$ cat src/rtl/assert_macros.svh
`ifndef ASSERT_MACROS_SVH
`define ASSERT_MACROS_SVH

// same-cycle implication
`define BTS_ASSERT_IMP(label, clk, rstn, ante, cons, msg) \
    label: assert property (@(posedge clk) disable iff (!rstn) (ante) |-> (cons)) \
        else $error(msg);

// next-cycle implication
`define BTS_ASSERT_NXT(label, clk, rstn, ante, cons, msg) \
    label: assert property (@(posedge clk) disable iff (!rstn) (ante) |=> (cons)) \
        else $error(msg);

`endif

$ cat src/rtl/bts_pkg.sv
package bts_pkg;

    localparam int MAX_DIM_DEF     = 256;
    localparam int TEXEL_DEPTH_DEF = 65536;
    localparam int WEIGHT_BITS_DEF = 8;

    localparam int DIM_REG_W = 9;
    localparam int CFG_IDX_W = 2;
    localparam int CHAN_W    = 8;
    localparam int TEXEL_W   = 3 * CHAN_W;
    localparam int ADDR_IN_W = 16;
    localparam int COORD_W   = 24;
    localparam int FRAC_W    = 16;
    localparam int OUT_W     = 16;
    localparam logic [FRAC_W:0] ONE_Q16 = 17'h10000;

    typedef enum logic [CFG_IDX_W-1:0] {
        CFG_TEX_WIDTH     = 2'd0,
        CFG_TEX_HEIGHT    = 2'd1,
        CFG_TEXTURE_READY = 2'd2
    } bts_cfg_idx_t;

    typedef enum logic {
        CMD_WRITE  = 1'b0,
        CMD_SAMPLE = 1'b1
    } bts_cmd_t;

    typedef struct packed {
        logic                        cmd;
        logic [ADDR_IN_W-1:0]        texel_addr;
        logic [CHAN_W-1:0]           texel_red;
        logic [CHAN_W-1:0]           texel_green;
        logic [CHAN_W-1:0]           texel_blue;
        logic signed [COORD_W-1:0]   coord_u;
        logic signed [COORD_W-1:0]   coord_v;
    } bts_in_t;

    typedef struct packed {
        logic [OUT_W-1:0] out_red;
        logic [OUT_W-1:0] out_green;
        logic [OUT_W-1:0] out_blue;
    } bts_out_t;

    typedef struct packed {
        logic valid;
        logic sample;
        logic wr_ok;
    } bts_ctl_t;

endpackage

$ cat src/rtl/bts_blend.sv
module bts_blend #(
    parameter int WEIGHT_BITS = bts_pkg::WEIGHT_BITS_DEF
) (
    input  logic                               aclk,
    input  logic                               aresetn,
    input  logic                               adv,
    input  logic                               tex_ready,
    input  bts_pkg::bts_ctl_t                  ctl5,
    input  logic [WEIGHT_BITS-1:0]             fu5,
    input  logic [WEIGHT_BITS-1:0]             fv5,
    input  logic [3:0][bts_pkg::TEXEL_W-1:0]   rdata,
    output logic                               res_valid,
    output bts_pkg::bts_out_t                  res_data
);

    localparam int CW = bts_pkg::CHAN_W;
    localparam int WW = WEIGHT_BITS + 1;
    localparam int TW = CW + WEIGHT_BITS + 1;
    localparam int RW = CW + 2 * WEIGHT_BITS + 2;
    localparam int SH = 2 * WEIGHT_BITS - 8;
    localparam logic [WW-1:0] WMAX = WW'(1) << WEIGHT_BITS;

    bts_pkg::bts_ctl_t ctl6_reg, ctl7_reg, ctl8_reg;
    logic [WEIGHT_BITS-1:0] fu6_reg, fv6_reg, fv7_reg;
    logic [2:0][TW-1:0]     top7_reg, bot7_reg;
    bts_pkg::bts_out_t      out8_reg;

    logic [2:0][TW-1:0]     top_next, bot_next;
    logic [2:0][RW-1:0]     mix;
    bts_pkg::bts_out_t      out_next;
    logic [WW-1:0]          fu_w, fu_c, fv_w, fv_c;

    always_comb begin
        fu_w = WW'(fu6_reg);
        fu_c = WMAX - fu_w;
        fv_w = WW'(fv7_reg);
        fv_c = WMAX - fv_w;
        for (int c = 0; c < 3; c++) begin
            top_next[c] = TW'(rdata[0][CW*(2-c) +: CW]) * TW'(fu_c)
                        + TW'(rdata[1][CW*(2-c) +: CW]) * TW'(fu_w);
            bot_next[c] = TW'(rdata[2][CW*(2-c) +: CW]) * TW'(fu_c)
                        + TW'(rdata[3][CW*(2-c) +: CW]) * TW'(fu_w);
            mix[c] = RW'(top7_reg[c]) * RW'(fv_c) + RW'(bot7_reg[c]) * RW'(fv_w);
        end
        if (tex_ready) begin
            out_next.out_red   = bts_pkg::OUT_W'(mix[0] >> SH);
            out_next.out_green = bts_pkg::OUT_W'(mix[1] >> SH);
            out_next.out_blue  = bts_pkg::OUT_W'(mix[2] >> SH);
        end else begin
            out_next = '0;
        end
    end

    always_ff @(posedge aclk) begin
        if (!aresetn) begin
            ctl6_reg <= '0;
            ctl7_reg <= '0;
            ctl8_reg <= '0;
        end else if (adv) begin
            ctl6_reg <= ctl5;
            ctl7_reg <= ctl6_reg;
            ctl8_reg <= ctl7_reg;
        end
    end

    always_ff @(posedge aclk) begin
        if (adv) begin
            fu6_reg  <= fu5;
            fv6_reg  <= fv5;
            top7_reg <= top_next;
            bot7_reg <= bot_next;
            fv7_reg  <= fv6_reg;
            out8_reg <= out_next;
        end
    end

    assign res_valid = ctl8_reg.valid && ctl8_reg.sample;
    assign res_data  = out8_reg;

endmodule

$ cat config.mk
export PLATFORM = sky130hd
export DESIGN_NAME = bts_blend
export DESIGN_NICKNAME = d
export VERILOG_FILES = /design/src/rtl/assert_macros.svh /design/src/rtl/bts_pkg.sv /design/src/rtl/bts_blend.sv
export SDC_FILE = /design/constraint.sdc
export NUM_CORES = 2
export LEC_CHECK = 0
export BUFFER_PORTS_ARGS = -buffer_cell sky130_fd_sc_hd__buf_2
export CAP_MARGIN = 20
export CORE_MARGIN = 4
export CORE_UTILIZATION = 45
export DETAILED_ROUTE_END_ITERATION = 8
export PLACE_DENSITY = 0.68
export SYNTH_ARGS = -nofsm -noshare
export SYNTH_HDL_FRONTEND = slang
export SYNTH_SLANG_ARGS = --single-unit
$ cat constraint.sdc
create_clock -name aclk -period 9.7 [get_ports aclk]
set_input_delay 0.485 -clock aclk [delete_from_list [all_inputs] [get_ports aclk]]
set_output_delay 0.485 -clock aclk [all_outputs]
set_load 0.005 [all_outputs]
Word level (Yosys, flattened, before mapping)
Index checks and enable logic that the tools add are counted.
{"block": "op_classes", "div_mod_pow": 0, "eq_ne": 0, "n_mul": 18, "muxes": 0, "n_addsub": 11, "n_reduce_logical": 1, "magnitude_cmp": 0, "n_bitwise": 0, "shift": 0}
{"operator": "adder 17 x 16 -> 17 bit", "count": 6}
{"operator": "multiplier 8 x 9 -> 17 bit", "count": 6}
{"operator": "multiplier 8 x 8 -> 16 bit", "count": 6}
{"operator": "adder 24 bit", "count": 3}
{"operator": "multiplier 17 x 8 -> 24 bit", "count": 3}
{"operator": "multiplier 17 x 9 -> 24 bit", "count": 3}
{"operator": "subtractor 9 x 8 -> 9 bit, first input constant", "count": 2}
{"operator": "logical AND 1 bit", "count": 1}
{"block": "totals", "out_inout_bits": 49, "wordCells": 48, "latchBits": 0, "ramBits": 0, "reg_bits": 180, "rom_bits": 0, "input_bits": 119, "n_memories": 0}

Depth between registers and ports, before layout
{"block": "logic_depth", "depth_word": 3, "mapped_depth": 31, "ltp_nobuf": 26}

Least setup slack after synthesis
Ideal clock, no wire load.
{"block": "synth_timing", "path_type": "reg-to-reg", "from": "reg fv7_reg[0]", "to": "reg out8_reg (netlist bit res_data[14]), data pin", "n_path_buf": 5, "slack_ns": 2.266, "t_arrival_ns": 7.179, "path_stages_with_launch": 30, "cell_sequence": "edfxtp_1 -> clkbuf_1 -> clkbuf_1 -> clkbuf_1 -> inv_1 -> ha_1 -> nand2_1 -> nor3_1 -> clkbuf_1 -> clkbuf_1 -> nand2_1 -> fa_1 -> fa_1 -> inv_1 -> fa_1 -> fa_1 -> fa_1 -> inv_1 -> fa_1 -> inv_1 -> ha_1 -> o21a_1 -> o2bb2ai_1 -> a31oi_1 -> a31o_1 -> a221o_1 -> a31o_4 -> a31oi_4 -> xnor2_1 -> and2_1"}
{"block": "synth_via", "elab_chain_len": 3, "elab_cells_between_ends": 4, "classes_between": "add/sub (2); mul (2)"}
{"element": "start: declaration", "line": "bts_blend.sv:24", "rtl": "logic [WEIGHT_BITS-1:0] fu6_reg, fv6_reg, fv7_reg;"}
{"element": "start signal: assignment", "line": "bts_blend.sv:72", "rtl": "fv7_reg <= fv6_reg;"}
{"element": "subtractor 9 x 8 -> 9 bit", "line": "bts_blend.sv:37", "rtl": "fv_c = WMAX - fv_w;"}
{"element": "multiplier 17 x 9 -> 24 bit", "line": "bts_blend.sv:43", "rtl": "mix[c] = RW'(top7_reg[c]) * RW'(fv_c) + RW'(bot7_reg[c]) * RW'(fv_w);"}
{"element": "adder 24 bit (*)", "line": "bts_blend.sv:43"}
{"element": "end signal: assignment", "line": "bts_blend.sv:73", "rtl": "out8_reg <= out_next;"}
{"element": "end: declaration", "line": "bts_blend.sv:26", "rtl": "bts_pkg::bts_out_t out8_reg;"}
Mark *: on every way between the ends. The rest lies on a longest branch, timed or not.
A chain may end at the register's enable or synchronous reset.

Final worst setup path
{"block": "layout_timing", "from": "reg fv7_reg[2]", "to": "reg out8_reg (netlist bit res_data[31]), data pin"}
Same word-level chain as after synthesis.

==> out/summary.txt <==
Status = finished, final reports clean
Slew margin rel. = 28.7%
Post-CTS Hold Buffers = 0
Worst Hold Depth = 1
Drt wl/cell = 18.0 um
PortBufs = 166
Die width = 371 um
Buf/Inv on CP = 4
First-pass GRT wire length = 242000 um
Commonest non-fill, non-tap cell in the layout = inv_1
Post-layout min period = 8440 ps
Filler instances = 12276
Die height = 371 um
Startpoint types = flip-flop
Met2 Usage GRT = 37.6%
DP HPWL = 119000 um
WP data required = 9980 ps
Finish-stage setup viols = 0
Slew Limit Fails = 0
Arr. time, crit path = 8720 ps
Actual slew at the worst max-slew pin = 1060 ps
Initial antenna violation count = 13
CTS root buf = clkbuf_16
CTS sink count = 180
Setup_tns = 0 ps
Area contributors post-synth = fa_1, ha_1, inv_1
CP delay by family, top = adder cells
R2R cell count = 22
Class of the worst hold path = in2reg
Total core area = 0.131 mm2
Post-synth net total = 8417
Initial DRC Count = 2585
Most frequent cells in the layout = inv_1, fa_1, and2_1
FFs w/ async S/R, synth = 0%
Global Route met3 Usage = 3.68%
Num CTS Buffers = 17
Initial Util = 45.3%
Crit path capture type = flip-flop
RSZ-0062 raised after global routing = false
MaxCap Viol Count = 0
Skew final = 19.8 ps
Top cell type by total area after synthesis = fa_1
Clock tree buffer depth = 2
Worst R2R Setup Slack = 1260 ps
Hold Vio Cnt, Final = 0
Syn avg cell area = 9.31 um2
FF-to-FF End = res_data[31]
Gr ovfl total = 0
Crit Path Class = reg2reg
Area share of the leading cell type in the synthesized netlist = 44.3%
Total number of vias = 41191
Clock Latency Late Sink = 530 ps
Cell Rows = 133
Top_reg_cell synth = edfxtp_1
CTS tree = built
Post-DRT Antenna Nets = 0
Gr usage total = 22.5%
Mapped Cells = 6379
H-tree depth = 4
Peak Freq = 0.118 GHz
Cell mode on critical path = fa_1
GRT met1 Usage = 30.6%
YS warnings = 0
Slowest CP cell = xor2_4
Number of distinct library cells after synthesis = 57
Hold endpoint = fu6_reg[0]
Die area = 0.138 mm2
Final #Nets = 8417
CP Cell Sequence = buf_4 -> nor4_1 -> nand2_1 -> xor2_4 -> buf_4 -> and2_1 -> fa_1 -> inv_1 -> fa_1 -> fa_1 -> inv_1 -> fa_1 -> fa_1 -> fa_1 -> ha_1 -> a31oi_1 -> o21ai_1 -> a31oi_1 -> nor3_2 -> nor3_1 -> or3_1 -> and3_1
DR vias/cell = 5.05
Pin count of the biggest net entering global routing = 77
Most Crowded Layer GR = met2
Post-synth EDFFs = 174
Post-CTS sizing = 0
1st-pass router iterations = 6
DRC Markers = 0
Mapped cell area = 0.0594 mm2
Worst r2r src = fv7_reg[2]
Detailed Route WL = 146000 um
Clock edge transition at the registers on the reported setup and hold paths = 90 ps
Post-CTS setup buffers = 0
Number of synthesized register bits = 180
Final worst-path cycle share = 87.0%
Seq/Total Area, Yosys = 9.00%
I/O pins = 168
Critical-path maximum fanout = 35
CP max stage delay = 890 ps
P&R area growth vs syn = 5.66%
Vias in the first global route = 44817
Layout cells sized above 1 = 4.41%
Min-delay src = fu5[0]
Gpl congestion = 0.859
-- per-stage QoR --
| stage | hold WS [ps] | instance area (um2) | util [%] | cells | setup WS, ps |
|---|---|---|---|---|---|
| detailed placement | 407 | 62100 | 47.3 | 8114 | 1350 |
| global placement | 405 | 62100 | 47.3 | 8114 | 1540 |
| floorplan | 400 | 59400 | - | 6379 | 2270 |
| global route | 95.5 | 62800 | 47.8 | 8148 | 845 |
| CTS | 86.0 | 62700 | 47.8 | 8145 | 1320 |
| finish | 122 | 62800 | 47.8 | 8156 | 1260 |
-- area by class of cell --
| class | instances | area, um2 | share of cell area (%) |
|---|---|---|---|
| repair buffers | 224 | 1320 | 2.10 |
| diodes | 10 | 25.0 | 0.0399 |
| flip-flops and latches | 180 | 5350 | 8.51 |
| inverters | 1729 | 6490 | 10.3 |
| clock buffers | 18 | 429 | 0.684 |
| well taps | 1755 | 2200 | 3.50 |
| multi-input cells | 4227 | 46800 | 74.6 |
| clock inverters | 13 | 146 | 0.233 |
-- worst reg2reg max path, cell delays in order, from the launching register on --
cell	delay (ps)
edfxtp_1	390
buf_4	240
nor4_1	570
nand2_1	300
xor2_4	890
buf_4	370
and2_1	180
fa_1	420
inv_1	100
fa_1	440
fa_1	510
inv_1	50
fa_1	550
fa_1	430
fa_1	450
ha_1	320
a31oi_1	160
o21ai_1	500
a31oi_1	280
nor3_2	340
nor3_1	120
or3_1	360
and3_1	190
-- synthesized netlist by cell type, types with 42 or more instances --
| cell | instances |
|---|---|
| xor2_1 | 46 |
| and2_1 | 929 |
| xnor2_1 | 129 |
| fa_1 | 1314 |
| clkbuf_1 | 188 |
| ha_1 | 605 |
| nor2_1 | 42 |
| a21oi_1 | 77 |
| nand2_1 | 817 |
| buf_1 | 54 |
| inv_1 | 1729 |
| edfxtp_1 | 174 |
-- routing by layer --
| layer | vias up | wire length [um] |
|---|---|---|
| met4 | 10 | 3650 |
| met3 | 199 | 9930 |
| met1 | 21317 | 62300 |
| li1 | 18458 | - |
| met5 | - | 75 |
| met2 | 1207 | 70500 |
-- cell families after synthesis --
| family | count (synthesis) | synth area share, % |
|---|---|---|
| compound gates | 224 | 2.50 |
| xor+xnor | 175 | 2.58 |
| fa+ha+maj | 1919 | 57.0 |
| buf+inv | 1972 | 12.5 |
| flops | 180 | 9.00 |
| mux | 7 | 0.118 |
| simple gates | 1902 | 16.3 |
-- worst max path at each step --
| stage | startpoint | cells past startpoint | endpoint |
|---|---|---|---|
| floorplan | fv7_reg[0] | 29 | res_data[14] |
| global placement | fv7_reg[2] | 22 | res_data[31] |
| detailed placement | fv7_reg[2] | 22 | res_data[31] |
| CTS | fv7_reg[2] | 22 | res_data[31] |
| global route | fv7_reg[2] | 24 | res_data[31] |
| finish | fv7_reg[2] | 22 | res_data[31] |
Power is not shown: default switching activity piles up to over one toggle a cycle in this logic, so the estimate is an artifact.
