## src/rtl/assert_macros.svh

```systemverilog
`ifndef ASSERT_MACROS_SVH
`define ASSERT_MACROS_SVH

// same-cycle implication
`define BTS_ASSERT_IMP(label, clk, rstn, ante, cons, msg) \
    label: assert property (@(posedge clk) disable iff (!rstn) (ante) |-> (cons)) \
        else $error(msg);

// next-cycle implication
`define BTS_ASSERT_NXT(label, clk, rstn, ante, cons, msg) \
    label: assert property (@(posedge clk) disable iff (!rstn) (ante) |=> (cons)) \
        else $error(msg);

`endif

```

## src/rtl/bts_pkg.sv

```systemverilog
package bts_pkg;

    localparam int MAX_DIM_DEF     = 256;
    localparam int TEXEL_DEPTH_DEF = 65536;
    localparam int WEIGHT_BITS_DEF = 8;

    localparam int DIM_REG_W = 9;
    localparam int CFG_IDX_W = 2;
    localparam int CHAN_W    = 8;
    localparam int TEXEL_W   = 3 * CHAN_W;
    localparam int ADDR_IN_W = 16;
    localparam int COORD_W   = 24;
    localparam int FRAC_W    = 16;
    localparam int OUT_W     = 16;
    localparam logic [FRAC_W:0] ONE_Q16 = 17'h10000;

    typedef enum logic [CFG_IDX_W-1:0] {
        CFG_TEX_WIDTH     = 2'd0,
        CFG_TEX_HEIGHT    = 2'd1,
        CFG_TEXTURE_READY = 2'd2
    } bts_cfg_idx_t;

    typedef enum logic {
        CMD_WRITE  = 1'b0,
        CMD_SAMPLE = 1'b1
    } bts_cmd_t;

    typedef struct packed {
        logic                        cmd;
        logic [ADDR_IN_W-1:0]        texel_addr;
        logic [CHAN_W-1:0]           texel_red;
        logic [CHAN_W-1:0]           texel_green;
        logic [CHAN_W-1:0]           texel_blue;
        logic signed [COORD_W-1:0]   coord_u;
        logic signed [COORD_W-1:0]   coord_v;
    } bts_in_t;

    typedef struct packed {
        logic [OUT_W-1:0] out_red;
        logic [OUT_W-1:0] out_green;
        logic [OUT_W-1:0] out_blue;
    } bts_out_t;

    typedef struct packed {
        logic valid;
        logic sample;
        logic wr_ok;
    } bts_ctl_t;

endpackage

```

## src/rtl/bts_addr.sv

```systemverilog
module bts_addr #(
    parameter int MAX_DIM     = bts_pkg::MAX_DIM_DEF,
    parameter int TEXEL_DEPTH = bts_pkg::TEXEL_DEPTH_DEF,
    parameter int WEIGHT_BITS = bts_pkg::WEIGHT_BITS_DEF
) (
    input  logic                                  aclk,
    input  logic                                  aresetn,
    input  logic                                  adv,
    input  logic                                  s_valid,
    input  bts_pkg::bts_in_t                      s_data,
    input  logic [bts_pkg::DIM_REG_W-1:0]         tex_width,
    input  logic [bts_pkg::DIM_REG_W-1:0]         tex_height,
    output bts_pkg::bts_ctl_t                     ctl5,
    output logic [3:0][$clog2(TEXEL_DEPTH)-1:0]   raddr5,
    output logic [$clog2(TEXEL_DEPTH)-1:0]        waddr5,
    output logic [bts_pkg::TEXEL_W-1:0]           texel5,
    output logic [WEIGHT_BITS-1:0]                fu5,
    output logic [WEIGHT_BITS-1:0]                fv5
);

    localparam int DIMW = $clog2(MAX_DIM);
    localparam int DW   = $clog2(MAX_DIM + 1);
    localparam int IDXW = $clog2(MAX_DIM * MAX_DIM);
    localparam int AW   = $clog2(TEXEL_DEPTH);
    localparam int RS   = IDXW + AW;
    localparam int RCW  = IDXW + 2;
    localparam int PW   = bts_pkg::FRAC_W + 1 + DIMW;
    localparam longint unsigned RECIP =
        ((64'd1 << RS) + 64'(TEXEL_DEPTH) - 64'd1) / 64'(TEXEL_DEPTH);

    function automatic logic [bts_pkg::FRAC_W:0] wrap_coord(
        input logic signed [bts_pkg::COORD_W-1:0] c
    );
        logic [bts_pkg::COORD_W-1:0] neg;
        logic [bts_pkg::FRAC_W:0]    res;
        neg = -c;
        if (c[bts_pkg::COORD_W-1]) begin
            res = bts_pkg::ONE_Q16 - {1'b0, neg[bts_pkg::FRAC_W-1:0]};
        end else if (c <= $signed({7'd0, bts_pkg::ONE_Q16})) begin
            res = c[bts_pkg::FRAC_W:0];
        end else begin
            res = {1'b0, c[bts_pkg::FRAC_W-1:0]};
        end
        return res;
    endfunction

    logic [DW-1:0]   w_c;
    logic [DW-1:0]   h_c;
    logic [DIMW-1:0] wm1;
    logic [DIMW-1:0] hm1;

    always_comb begin
        if (tex_width == '0) begin
            w_c = DW'(1);
        end else if (32'(tex_width) > 32'(MAX_DIM)) begin
            w_c = DW'(MAX_DIM);
        end else begin
            w_c = DW'(tex_width);
        end
        if (tex_height == '0) begin
            h_c = DW'(1);
        end else if (32'(tex_height) > 32'(MAX_DIM)) begin
            h_c = DW'(MAX_DIM);
        end else begin
            h_c = DW'(tex_height);
        end
        wm1 = DIMW'(w_c - DW'(1));
        hm1 = DIMW'(h_c - DW'(1));
    end

    bts_pkg::bts_ctl_t ctl1_reg, ctl2_reg, ctl3_reg, ctl4_reg, ctl5_reg;
    logic [bts_pkg::FRAC_W:0]  tu1_reg, tv1_reg;
    logic [bts_pkg::TEXEL_W-1:0] tx1_reg, tx2_reg, tx3_reg, tx4_reg, tx5_reg;
    logic [AW-1:0]             wa1_reg, wa2_reg, wa3_reg, wa4_reg, wa5_reg;
    logic [DIMW-1:0]           x2_reg, y2_reg;
    logic [WEIGHT_BITS-1:0]    fu2_reg, fv2_reg, fu3_reg, fv3_reg;
    logic [WEIGHT_BITS-1:0]    fu4_reg, fv4_reg, fu5_reg, fv5_reg;
    logic [3:0][IDXW-1:0]      idx3_reg, idx4_reg;
    logic [3:0][IDXW-1:0]      q4_reg;
    logic [3:0][AW-1:0]        ra5_reg;

    bts_pkg::bts_ctl_t    ctl1_next;
    logic [PW-1:0]        pu, pv;
    logic [DW-1:0]        xp1, yp1;
    logic                 r_ok, d_ok;
    logic [IDXW-1:0]      base;
    logic [3:0][IDXW-1:0] idx3_next;
    logic [3:0][IDXW-1:0] q4_next;
    logic [3:0][AW-1:0]   ra5_next;

    always_comb begin
        ctl1_next.valid  = s_valid;
        ctl1_next.sample = (s_data.cmd == bts_pkg::CMD_SAMPLE);
        ctl1_next.wr_ok  = 32'(s_data.texel_addr) < 32'(TEXEL_DEPTH);

        pu = PW'(tu1_reg) * PW'(wm1);
        pv = PW'(tv1_reg) * PW'(hm1);

        xp1  = DW'(x2_reg) + DW'(1);
        yp1  = DW'(y2_reg) + DW'(1);
        r_ok = xp1 < w_c;
        d_ok = yp1 < h_c;
        base = IDXW'(y2_reg) * IDXW'(w_c) + IDXW'(x2_reg);
        idx3_next[0] = base;
        idx3_next[1] = r_ok ? base + IDXW'(1) : base;
        idx3_next[2] = d_ok ? base + IDXW'(w_c) : base;
        idx3_next[3] = (r_ok && d_ok) ? base + IDXW'(w_c) + IDXW'(1) : base;

        for (int k = 0; k < 4; k++) begin
            q4_next[k]  = IDXW'(((IDXW + RCW)'(idx3_reg[k]) * (IDXW + RCW)'(RECIP)) >> RS);
            ra5_next[k] = AW'(64'(idx4_reg[k]) - 64'(q4_reg[k]) * 64'(TEXEL_DEPTH));
        end
    end

    always_ff @(posedge aclk) begin
        if (!aresetn) begin
            ctl1_reg <= '0;
            ctl2_reg <= '0;
            ctl3_reg <= '0;
            ctl4_reg <= '0;
            ctl5_reg <= '0;
        end else if (adv) begin
            ctl1_reg <= ctl1_next;
            ctl2_reg <= ctl1_reg;
            ctl3_reg <= ctl2_reg;
            ctl4_reg <= ctl3_reg;
            ctl5_reg <= ctl4_reg;
        end
    end

    always_ff @(posedge aclk) begin
        if (adv) begin
            tu1_reg  <= wrap_coord(s_data.coord_u);
            tv1_reg  <= wrap_coord(s_data.coord_v);
            tx1_reg  <= {s_data.texel_red, s_data.texel_green, s_data.texel_blue};
            wa1_reg  <= AW'(s_data.texel_addr);

            x2_reg   <= pu[bts_pkg::FRAC_W +: DIMW];
            y2_reg   <= pv[bts_pkg::FRAC_W +: DIMW];
            fu2_reg  <= pu[bts_pkg::FRAC_W-1 -: WEIGHT_BITS];
            fv2_reg  <= pv[bts_pkg::FRAC_W-1 -: WEIGHT_BITS];
            tx2_reg  <= tx1_reg;
            wa2_reg  <= wa1_reg;

            idx3_reg <= idx3_next;
            fu3_reg  <= fu2_reg;
            fv3_reg  <= fv2_reg;
            tx3_reg  <= tx2_reg;
            wa3_reg  <= wa2_reg;

            q4_reg   <= q4_next;
            idx4_reg <= idx3_reg;
            fu4_reg  <= fu3_reg;
            fv4_reg  <= fv3_reg;
            tx4_reg  <= tx3_reg;
            wa4_reg  <= wa3_reg;

            ra5_reg  <= ra5_next;
            fu5_reg  <= fu4_reg;
            fv5_reg  <= fv4_reg;
            tx5_reg  <= tx4_reg;
            wa5_reg  <= wa4_reg;
        end
    end

    assign ctl5   = ctl5_reg;
    assign raddr5 = ra5_reg;
    assign waddr5 = wa5_reg;
    assign texel5 = tx5_reg;
    assign fu5    = fu5_reg;
    assign fv5    = fv5_reg;

endmodule

```

## config.mk

```make
export PLATFORM = sky130hd
export DESIGN_NAME = bts_addr
export DESIGN_NICKNAME = d
export VERILOG_FILES = /design/src/rtl/assert_macros.svh /design/src/rtl/bts_pkg.sv /design/src/rtl/bts_addr.sv
export SDC_FILE = /design/constraint.sdc
export NUM_CORES = 1
export LEC_CHECK = 0
export BUFFER_PORTS_ARGS = -buffer_cell sky130_fd_sc_hd__buf_2
export CAP_MARGIN = 15
export CELL_PAD_IN_SITES_DETAIL_PLACEMENT = 0
export CELL_PAD_IN_SITES_GLOBAL_PLACEMENT = 1
export CORE_MARGIN = 2
export CORE_UTILIZATION = 35
export CTS_CLUSTER_DIAMETER = 30
export DETAILED_ROUTE_END_ITERATION = 8
export GPL_TIMING_DRIVEN = 0
export PLACE_DENSITY = 0.59
export SLEW_MARGIN = 40
export SYNTH_ARGS = -nofsm -noshare
export SYNTH_HDL_FRONTEND = slang
export SYNTH_SLANG_ARGS = --single-unit
```

## constraint.sdc

```tcl
create_clock -name aclk -period 8.1 [get_ports aclk]
set_clock_uncertainty 0.05 [all_clocks]
set_input_delay 0.81 -clock aclk [delete_from_list [all_inputs] [get_ports aclk]]
set_output_delay 0.81 -clock aclk [all_outputs]
set_load 0.005 [all_outputs]
```

; ---- Yosys cells after proc, flatten, opt, wreduce, memory -nomap -nowiden
; Index checks and enable logic that the tools add are counted.
; Widths: inputs -> output; s select.
[word_totals]
ff_bits = 521
in_bits = 111
[op_classes]
add_sub_neg = 12
n_mul = 3
order_cmp = 6
mux = 11
n_reduce_logical = 3
[op_table]
columns = op, count
row1 = $mux 17, 4
row2 = $le 24x18->1 const B, 2
row3 = $mul 17x8->24, 2
row4 = $mux 16, 3
row5 = $mux 9, 4
row6 = $sub 17x16->17 const A, 2
row7 = $add 16x1->16 const B, 2
row8 = $neg 16->16, 2
row9 = $add 8x1->9 const B, 2
row10 = $gt 9x9->1 const B, 2
row11 = $logic_not 9->1, 2
row12 = $lt 9x9->1, 2
row13 = $add 16x8->16, 1
row14 = $add 16x9->16, 1
row15 = $mul 8x9->16, 1
row16 = $sub 8x1->8 const B, 2
row17 = $logic_and 1x1->1, 1

; ---- Depth between registers and ports, before layout
; Gate-level depths: netlist (run 1).
[logic_depth]
ltp_word = 8
ltp_mapped = 28
depth_no_buf = 27

; ---- Worst setup path after synthesis (run 1)
; OpenSTA, ideal clock, no wires.
[synth_timing]
path_kind = input port to flip-flop
startpoint = input tex_height[3] (netlist name)
endpoint = register y2_reg[7], data pin
setup_time_ns = 0.260
t_arrival_ns = 6.908
required_ns = 7.790
slack_ns = 0.882
path_stages = 26
n_path_buf = 2
path_cell_list = nor4_2 a32oi_2 clkbuf_1 ha_1 xor2_1 clkbuf_1 nor2b_1 fa_1 inv_1 fa_1 inv_1 fa_1 inv_1 fa_1 inv_1 ha_1 nand2_1 nor4b_1 a22oi_1 a31oi_2 a211oi_1 o41a_2 o21ai_1 a21o_1 a21oi_1 xnor2_1
[synth_between]
elab_chain_cells = 5
word_cells_on_any_way = 6
[synth_lines]
columns = item, line
row1 = from (decl), bts_addr.sv:12  ; input logic [bts_pkg::DIM_REG_W-1:0] tex_height,
row2 = $gt 9x9->1, bts_addr.sv:62  ; end else if (32'(tex_height) > 32'(MAX_DIM)) begin
row3 = $mux 9, bts_addr.sv:62
row4 = $mux 9 (*), bts_addr.sv:60  ; if (tex_height == '0) begin
row5 = $sub 8x1->8 (*), bts_addr.sv:68  ; hm1 = DIMW'(h_c - DW'(1));
row6 = $mul 17x8->24 (*), bts_addr.sv:97  ; pv = PW'(tv1_reg) * PW'(hm1);
row7 = named net pv[23], bts_addr.sv:83  ; logic [PW-1:0] pu, pv;
row8 = to (signal assigned), bts_addr.sv:139  ; y2_reg <= pv[bts_pkg::FRAC_W +: DIMW];
row9 = to (decl), bts_addr.sv:75  ; logic [DIMW-1:0] x2_reg, y2_reg;
; The timed path passes the listed nets; every way through them passes the cells marked *.
; A chain may end at the register's enable or synchronous reset.

; ---- Worst setup path in the final report (run 1)
[layout_timing]
startpoint = input tex_width[4] (netlist name)
endpoint = register x2_reg[7], data pin
[layout_between]
elab_chain_cells = 5
word_cells_on_any_way = 6
[layout_lines]
columns = item, line
row1 = from (decl), bts_addr.sv:11  ; input logic [bts_pkg::DIM_REG_W-1:0] tex_width,
row2 = $gt 9x9->1, bts_addr.sv:55  ; end else if (32'(tex_width) > 32'(MAX_DIM)) begin
row3 = $mux 9, bts_addr.sv:55
row4 = $mux 9 (*), bts_addr.sv:53  ; if (tex_width == '0) begin
row5 = $sub 8x1->8 (*), bts_addr.sv:67  ; wm1 = DIMW'(w_c - DW'(1));
row6 = $mul 17x8->24 (*), bts_addr.sv:96  ; pu = PW'(tu1_reg) * PW'(wm1);
row7 = named net pu[23], bts_addr.sv:83
row8 = to (signal assigned), bts_addr.sv:138  ; x2_reg <= pu[bts_pkg::FRAC_W +: DIMW];
row9 = to (decl), bts_addr.sv:75
; Marks and branches as above.

==> reports/metrics.cfg, run 1 <==
[worst_setup_path]
crit_path_end_kind = register
cp.required_ns = 8.55
worstSetupStartpointType = primary input
slowest_stage = fa_1
cp_max_fo = 10
crit_top_cell = fa_1
critPathMaxStageDelay_ns = 0.55
critical_path.top_delay_family = adder cells
critPathArrivalTime_ns = 8.08
crit_type = in2reg
crit_buf_inv = 5

[timing]
slew_viol_final = 0
worst_slew_margin_rel_pct = 50.5
finalCritPeriodShare_pct = 94.1
min_period_ns = 7.62
setup_violations = 0
worst_pin_slew_ns = 0.738
fmax_mhz = 131
fin_ws_ns = 0.476
hold_viol = 0

[final_layout]
nets = 3136
area.growth.synth_to_final_pct = 22.1
nFillCells = 7868
drive_gt1_share_pct = 17.7
postLayoutCellArea_um2 = 36600

[logic_synthesis]
synthTopCellsByCount = edfxtp_1, inv_1, fa_1
synth_edf_count = 506
syn_inst = 2310
synth.distinct_cells = 95
avgSynthCellArea_um2 = 13.0
ys_ff_latch = 521
synth_top_area_share_pct = 50.7
synth_most_common_cell = edfxtp_1
syn-cell-area_um2 = 30000
async_flop_share_pct = 0
synthTopCellsByArea = edfxtp_1, fa_1, ha_1
synth_nets = 2796
ys_seq_area_share_pct = 51.7
yosysTopAreaCell = edfxtp_1
yosys_most_used_dff = edfxtp_1
yosysWarningCount = 0

[routing]
drtAntennaViolNets = 0
drt-pass1-iter-count = 5
vias = 17529
viasPerCell = 4.51
wl_per_cell_um = 15.6
drt-total-wl_um = 60700
route.detailed.drc = 0
first_iter_violations = 668

[floorplan]
die_h_um = 297
die_x_um = 297
dieArea_um2 = 88000
initial_core_util_pct = 35.3
num_rows = 107
num_io_pins = 234
coreArea_um2 = 85000

[global_route]
grt_max_degree = 80
grt.total_usage_pct = 14.1
grt_overflow = 0
grt_pass1_wl_um = 97900
grt_pass1_vias = 18658
antenna_found_initial = 3

[cts]
insertion_delay_ns = 0.65
cts_tree = yes
clkSlewWorstSetupHoldPaths_ns = 0.05
cts_setup_buffers = 0
clkSinkCount = 521
numCtsBuffers = 106
clock-root-buffer = clkbuf_16
h-tree-depth = 3
cts_buffer_depth = 3

[placed_design]
dpl.hpwl_um = 45100
io_buffers = 224
postPlaceCellArea_um2 = 32800
gp_congestion = 0.809
pre_cts_ws_ns = -0.848

[run]
maxCapViolCount = 0

[run_status]
status = finished clean

[min_path]
hold_class = in2reg

[cell type report]
cell class                      count  area [um2]  share of cell area [%]
Buffer                             63         302                   0.824
Clock inverter                     82        1040                    2.84
Timing Repair Buffer              232        1330                    3.64
Tap cell                         1144        1430                    3.91
Sequential cell                   521       15500                    42.3
Clock buffer                      115        2710                    7.40
Antenna cell                        2        5.00                  0.0137
Inverter                          300        1130                    3.08
Multi-Input combinational cell   1426       13200                    36.0
[path summary, 6_finish.rpt]
kind,start,to,slack (ns),cells after the start
max,tex_width[4],x2_reg[7],0.48,28
min,s_data[84],wa1_reg[12],0.27,1
max reg2reg,y2_reg[4],idx3_reg[62],1.33,22
min reg2reg,idx3_reg[51],idx4_reg[51],0.34,0
[timing repair]
item                                    CTS  global route
hold buffers                              0             0
endpoints found under the setup margin    3            14
resized for setup                         3            19
[kinds of logic (layout without fill, tap and decap cells)]
logic type | after synthesis | count (layout) | synth area share (%)
xor gates and xnor gates | 155 | 155 | 4.65
and+or+nand+nor | 689 | 689 | 12.3
AOI/OAI and AO/OA | 178 | 178 | 4.24
buffers and inverters | 363 | 792 | 4.74
adders and majority gates | 375 | 375 | 21.3
other | 0 | 2 | 0
DFF | 521 | 521 | 51.7
muxes | 29 | 29 | 1.03
[cells in the final DEF (no fill, tap or decap), types with 33 or more instances in the layout]
cell type,netlist,layout
inv_1,297,297
and2_1,184,184
xor2_1,40,34
fa_1,226,226
xnor2_1,113,108
nand2b_1,39,39
nand3_1,33,33
buf_2,1,225
o21ai_0,41,40
nand2_1,189,189
a21oi_1,34,34
edfxtp_1,506,506
nor2b_1,52,52
clkbuf_1,54,55
ha_1,149,149
clkbuf_16,0,107
nor2_1,78,78
[per-layer routing]
metal  vias up  GRT usage (%)  routed length (um)
met3        88           3.07                2570
met1      8602           18.2               27900
met4         2           4.95                1260
met5         -              0                  20
met2       315           23.3               29000
li1       8522              -                   -
[metrics by stage]
stage | TNS [ns] | util, % | hold slack (ns) | std cells
2_1_floorplan | 0 | - | 0.350 | 2310
3_3_place_gp | -649.88 | 38.3 | 0.350 | 3678
3_5_place_dp | -9.61 | 38.5 | 0.355 | 3686
4_1_cts | 0 | 43.0 | 0.212 | 3883
5_1_grt | -0.0527 | 43.1 | 0.222 | 3884
6_report | 0 | 43.1 | 0.273 | 3885
Power of run 1 is not shown: default switching activity piles up to over one toggle a cycle in this logic, so the estimate is an artifact.
==> inputs of run 2 (changes only) <==
--- a/config.mk
+++ b/config.mk
@@ -9,6 +9,7 @@
 export CAP_MARGIN = 15
 export CELL_PAD_IN_SITES_DETAIL_PLACEMENT = 0
 export CELL_PAD_IN_SITES_GLOBAL_PLACEMENT = 1
+export CORE_ASPECT_RATIO = 0.7
 export CORE_MARGIN = 2
 export CORE_UTILIZATION = 35
 export CTS_CLUSTER_DIAMETER = 30
==> run 2 against run 1 <==
  * Fmax fell by 0.79%
  * Register-to-register slack lost 0.14 ns
  * Final area is 1.7% lower
  * Die area about the same
  * Critical path depth unchanged
  * Cell count decreased by 1.0%
  * Flip-flop and latch count unchanged
  * Via count is essentially flat
  * Wire length grew 0.31%
  * First-iteration DRC count up 30%
  * Sequential share of layout area up 0.75 points
==> reports/metrics.cfg, run 2 (same netlist as run 1, synthesis figures left out) <==
[worst_setup_path]
cp_max_fo = 10
slowest_stage = fa_1
crit_cells = 28
crit_type = in2reg
cp.required_ns = 8.50
crit_path_end_kind = register
endpoint = x2_reg[7]
rr_startpoint = y2_reg[4]
worstSetupStartpointType = primary input
r2r_setup_slack_ns = 1.19
r2r-end = idx3_reg[62]
crit_start = tex_width[7]
critPathMaxStageDelay_ns = 0.53
crit_buf_inv = 5
critPathArrivalTime_ns = 8.08
crit_top_cell = fa_1
critical_path.top_delay_family = adder cells
rr_worst_depth = 22

[routing]
dr.max_layer_used = met4
vias = 17534
route.detailed.drc = 0
drt-met1-wl_um = 31100
viasPerCell = 4.56
drt-total-wl_um = 60900
drtAntennaViolNets = 0
wl_per_cell_um = 15.8
dr_wl_met2_um = 26400
route.met3.wl_um = 2300
drt-pass1-iter-count = 5
first_iter_violations = 868

[min_path]
hold_class = in2reg

[cts]
clkSlewWorstSetupHoldPaths_ns = 0.06
numCtsBuffers = 88
clkSinkCount = 521
cts_buffer_depth = 3
insertion_delay_ns = 0.64
h-tree-depth = 3
cts_hold_buf = 0
clock-root-buffer = clkbuf_16
cts_tree = yes

[floorplan]
num_rows = 89
coreArea_um2 = 84500
die_x_um = 354
dieArea_um2 = 88100
die_h_um = 249
initial_core_util_pct = 35.5
num_io_pins = 234

[timing]
setup_violations = 0
worst_pin_slew_ns = 0.823
worst_slew_margin_rel_pct = 44.7
slew_viol_final = 0
min_period_ns = 7.68
hold_viol = 0
fmax_mhz = 130
finalCritPeriodShare_pct = 94.9

[global_route]
grt_overflow = 0
grt_max_degree = 84
grt_pass1_wl_um = 98700
grt_pass1_vias = 18146
grt.total_usage_pct = 14.0
antenna_found_initial = 0

[placed_design]
dpl.hpwl_um = 45700
gp_congestion = 0.809
place_inst = 3678
postPlaceCellArea_um2 = 32700
io_buffers = 224

[final_layout]
layout_commonest_cell = edfxtp_1
area.growth.synth_to_final_pct = 20.0
postLayoutCellArea_um2 = 36000
fin_cells = 3846
nFillCells = 7822
drive_gt1_share_pct = 17.0
nets = 3122
final_cell_mix = edfxtp_1, inv_1, fa_1

[run_status]
status = finished clean

[run]
maxCapViolCount = 0

[run 2: changes by cell type in the layout (fill, tap and decap cells not counted), sizes merged]
cell,delta
bufinv,-7
clkbuf,-16
inv,+2
buf,+2
clkinvlp,+1
diode,-1
clkinv,-13
[run 2: worst reg2reg max path, cell delays in order, from the launching register on]
cell and delay, ns:
edfxtp_1 0.39, clkbuf_1 0.48, nand2_1 0.18, fa_1 0.52, fa_1 0.50, inv_1 0.06
fa_1 0.52, inv_1 0.05, fa_1 0.53, inv_1 0.04, ha_1 0.36, a21oi_1 0.23
o21ai_0 0.14, xor2_1 0.50, ha_1 0.40, a21o_1 0.21, a41oi_2 0.42, nand2_1 0.13
a221oi_2 0.30, a311oi_2 0.08, nor4_1 0.29, o21ai_1 0.11, xnor2_1 0.16
[run 2: repair_timing]
action / in CTS / in global routing
pin swaps: 0 / 3
gates resized for setup: 9 / 27
setup buffers: 0 / 4
endpoints found under the setup margin: 10 / 13
gates cloned: 0 / 0
hold endpoints to repair: 0 / 0
[run 2: per-layer routing]
| layer | global-route usage (%) | up-vias |
|---|---|---|
| met5 | 0 | - |
| met4 | 3.79 | 0 |
| met3 | 2.59 | 80 |
| met2 | 20.8 | 299 |
| met1 | 20.9 | 8659 |
| li1 | - | 8496 |
[run 2: stage by stage]
| step | setup TNS [ns] | hold slack (ns) | util, % | setup slack (ns) |
|---|---|---|---|---|
| floorplan | 0 | 0.350 | - | 0.882 |
| global placement | -656.04 | 0.351 | 38.5 | -2.05 |
| detailed placement | -12.94 | 0.355 | 38.7 | -1.09 |
| CTS | 0 | 0.228 | 42.4 | 0.0114 |
| global route | -0.00279 | 0.243 | 42.6 | -0.00279 |
| finish | 0 | 0.288 | 42.6 | 0.415 |
[run 2: cell type report]
type / instances / area [um2] / share of cell area (%)
sequential: 521 / 15500 / 43.1
multi-input combinational: 1426 / 13200 / 36.7
clock buffer: 97 / 2240 / 6.22
tap: 1137 / 1420 / 3.95
timing repair buffer: 236 / 1340 / 3.72
inverter: 300 / 1130 / 3.14
clock inverter: 65 / 833 / 2.32
buffer: 63 / 315 / 0.876
antenna: 1 / 2.50 / 0.00696
[run 2: worst min path at each step]
stage,from,endpoint,slack [ns],cells after the start
after floorplan,fu2_reg[0],fu3_reg[0],0.35,0
after global placement,tx3_reg[6],tx4_reg[6],0.35,0
after detailed placement,fv4_reg[3],fv5[3],0.35,0
after CTS,s_data[60],tx1_reg[12],0.23,1
after global routing,s_data[67],tx1_reg[19],0.24,1
final,s_data[60],tx1_reg[12],0.29,1
Power of run 2 is left out for the same reason.
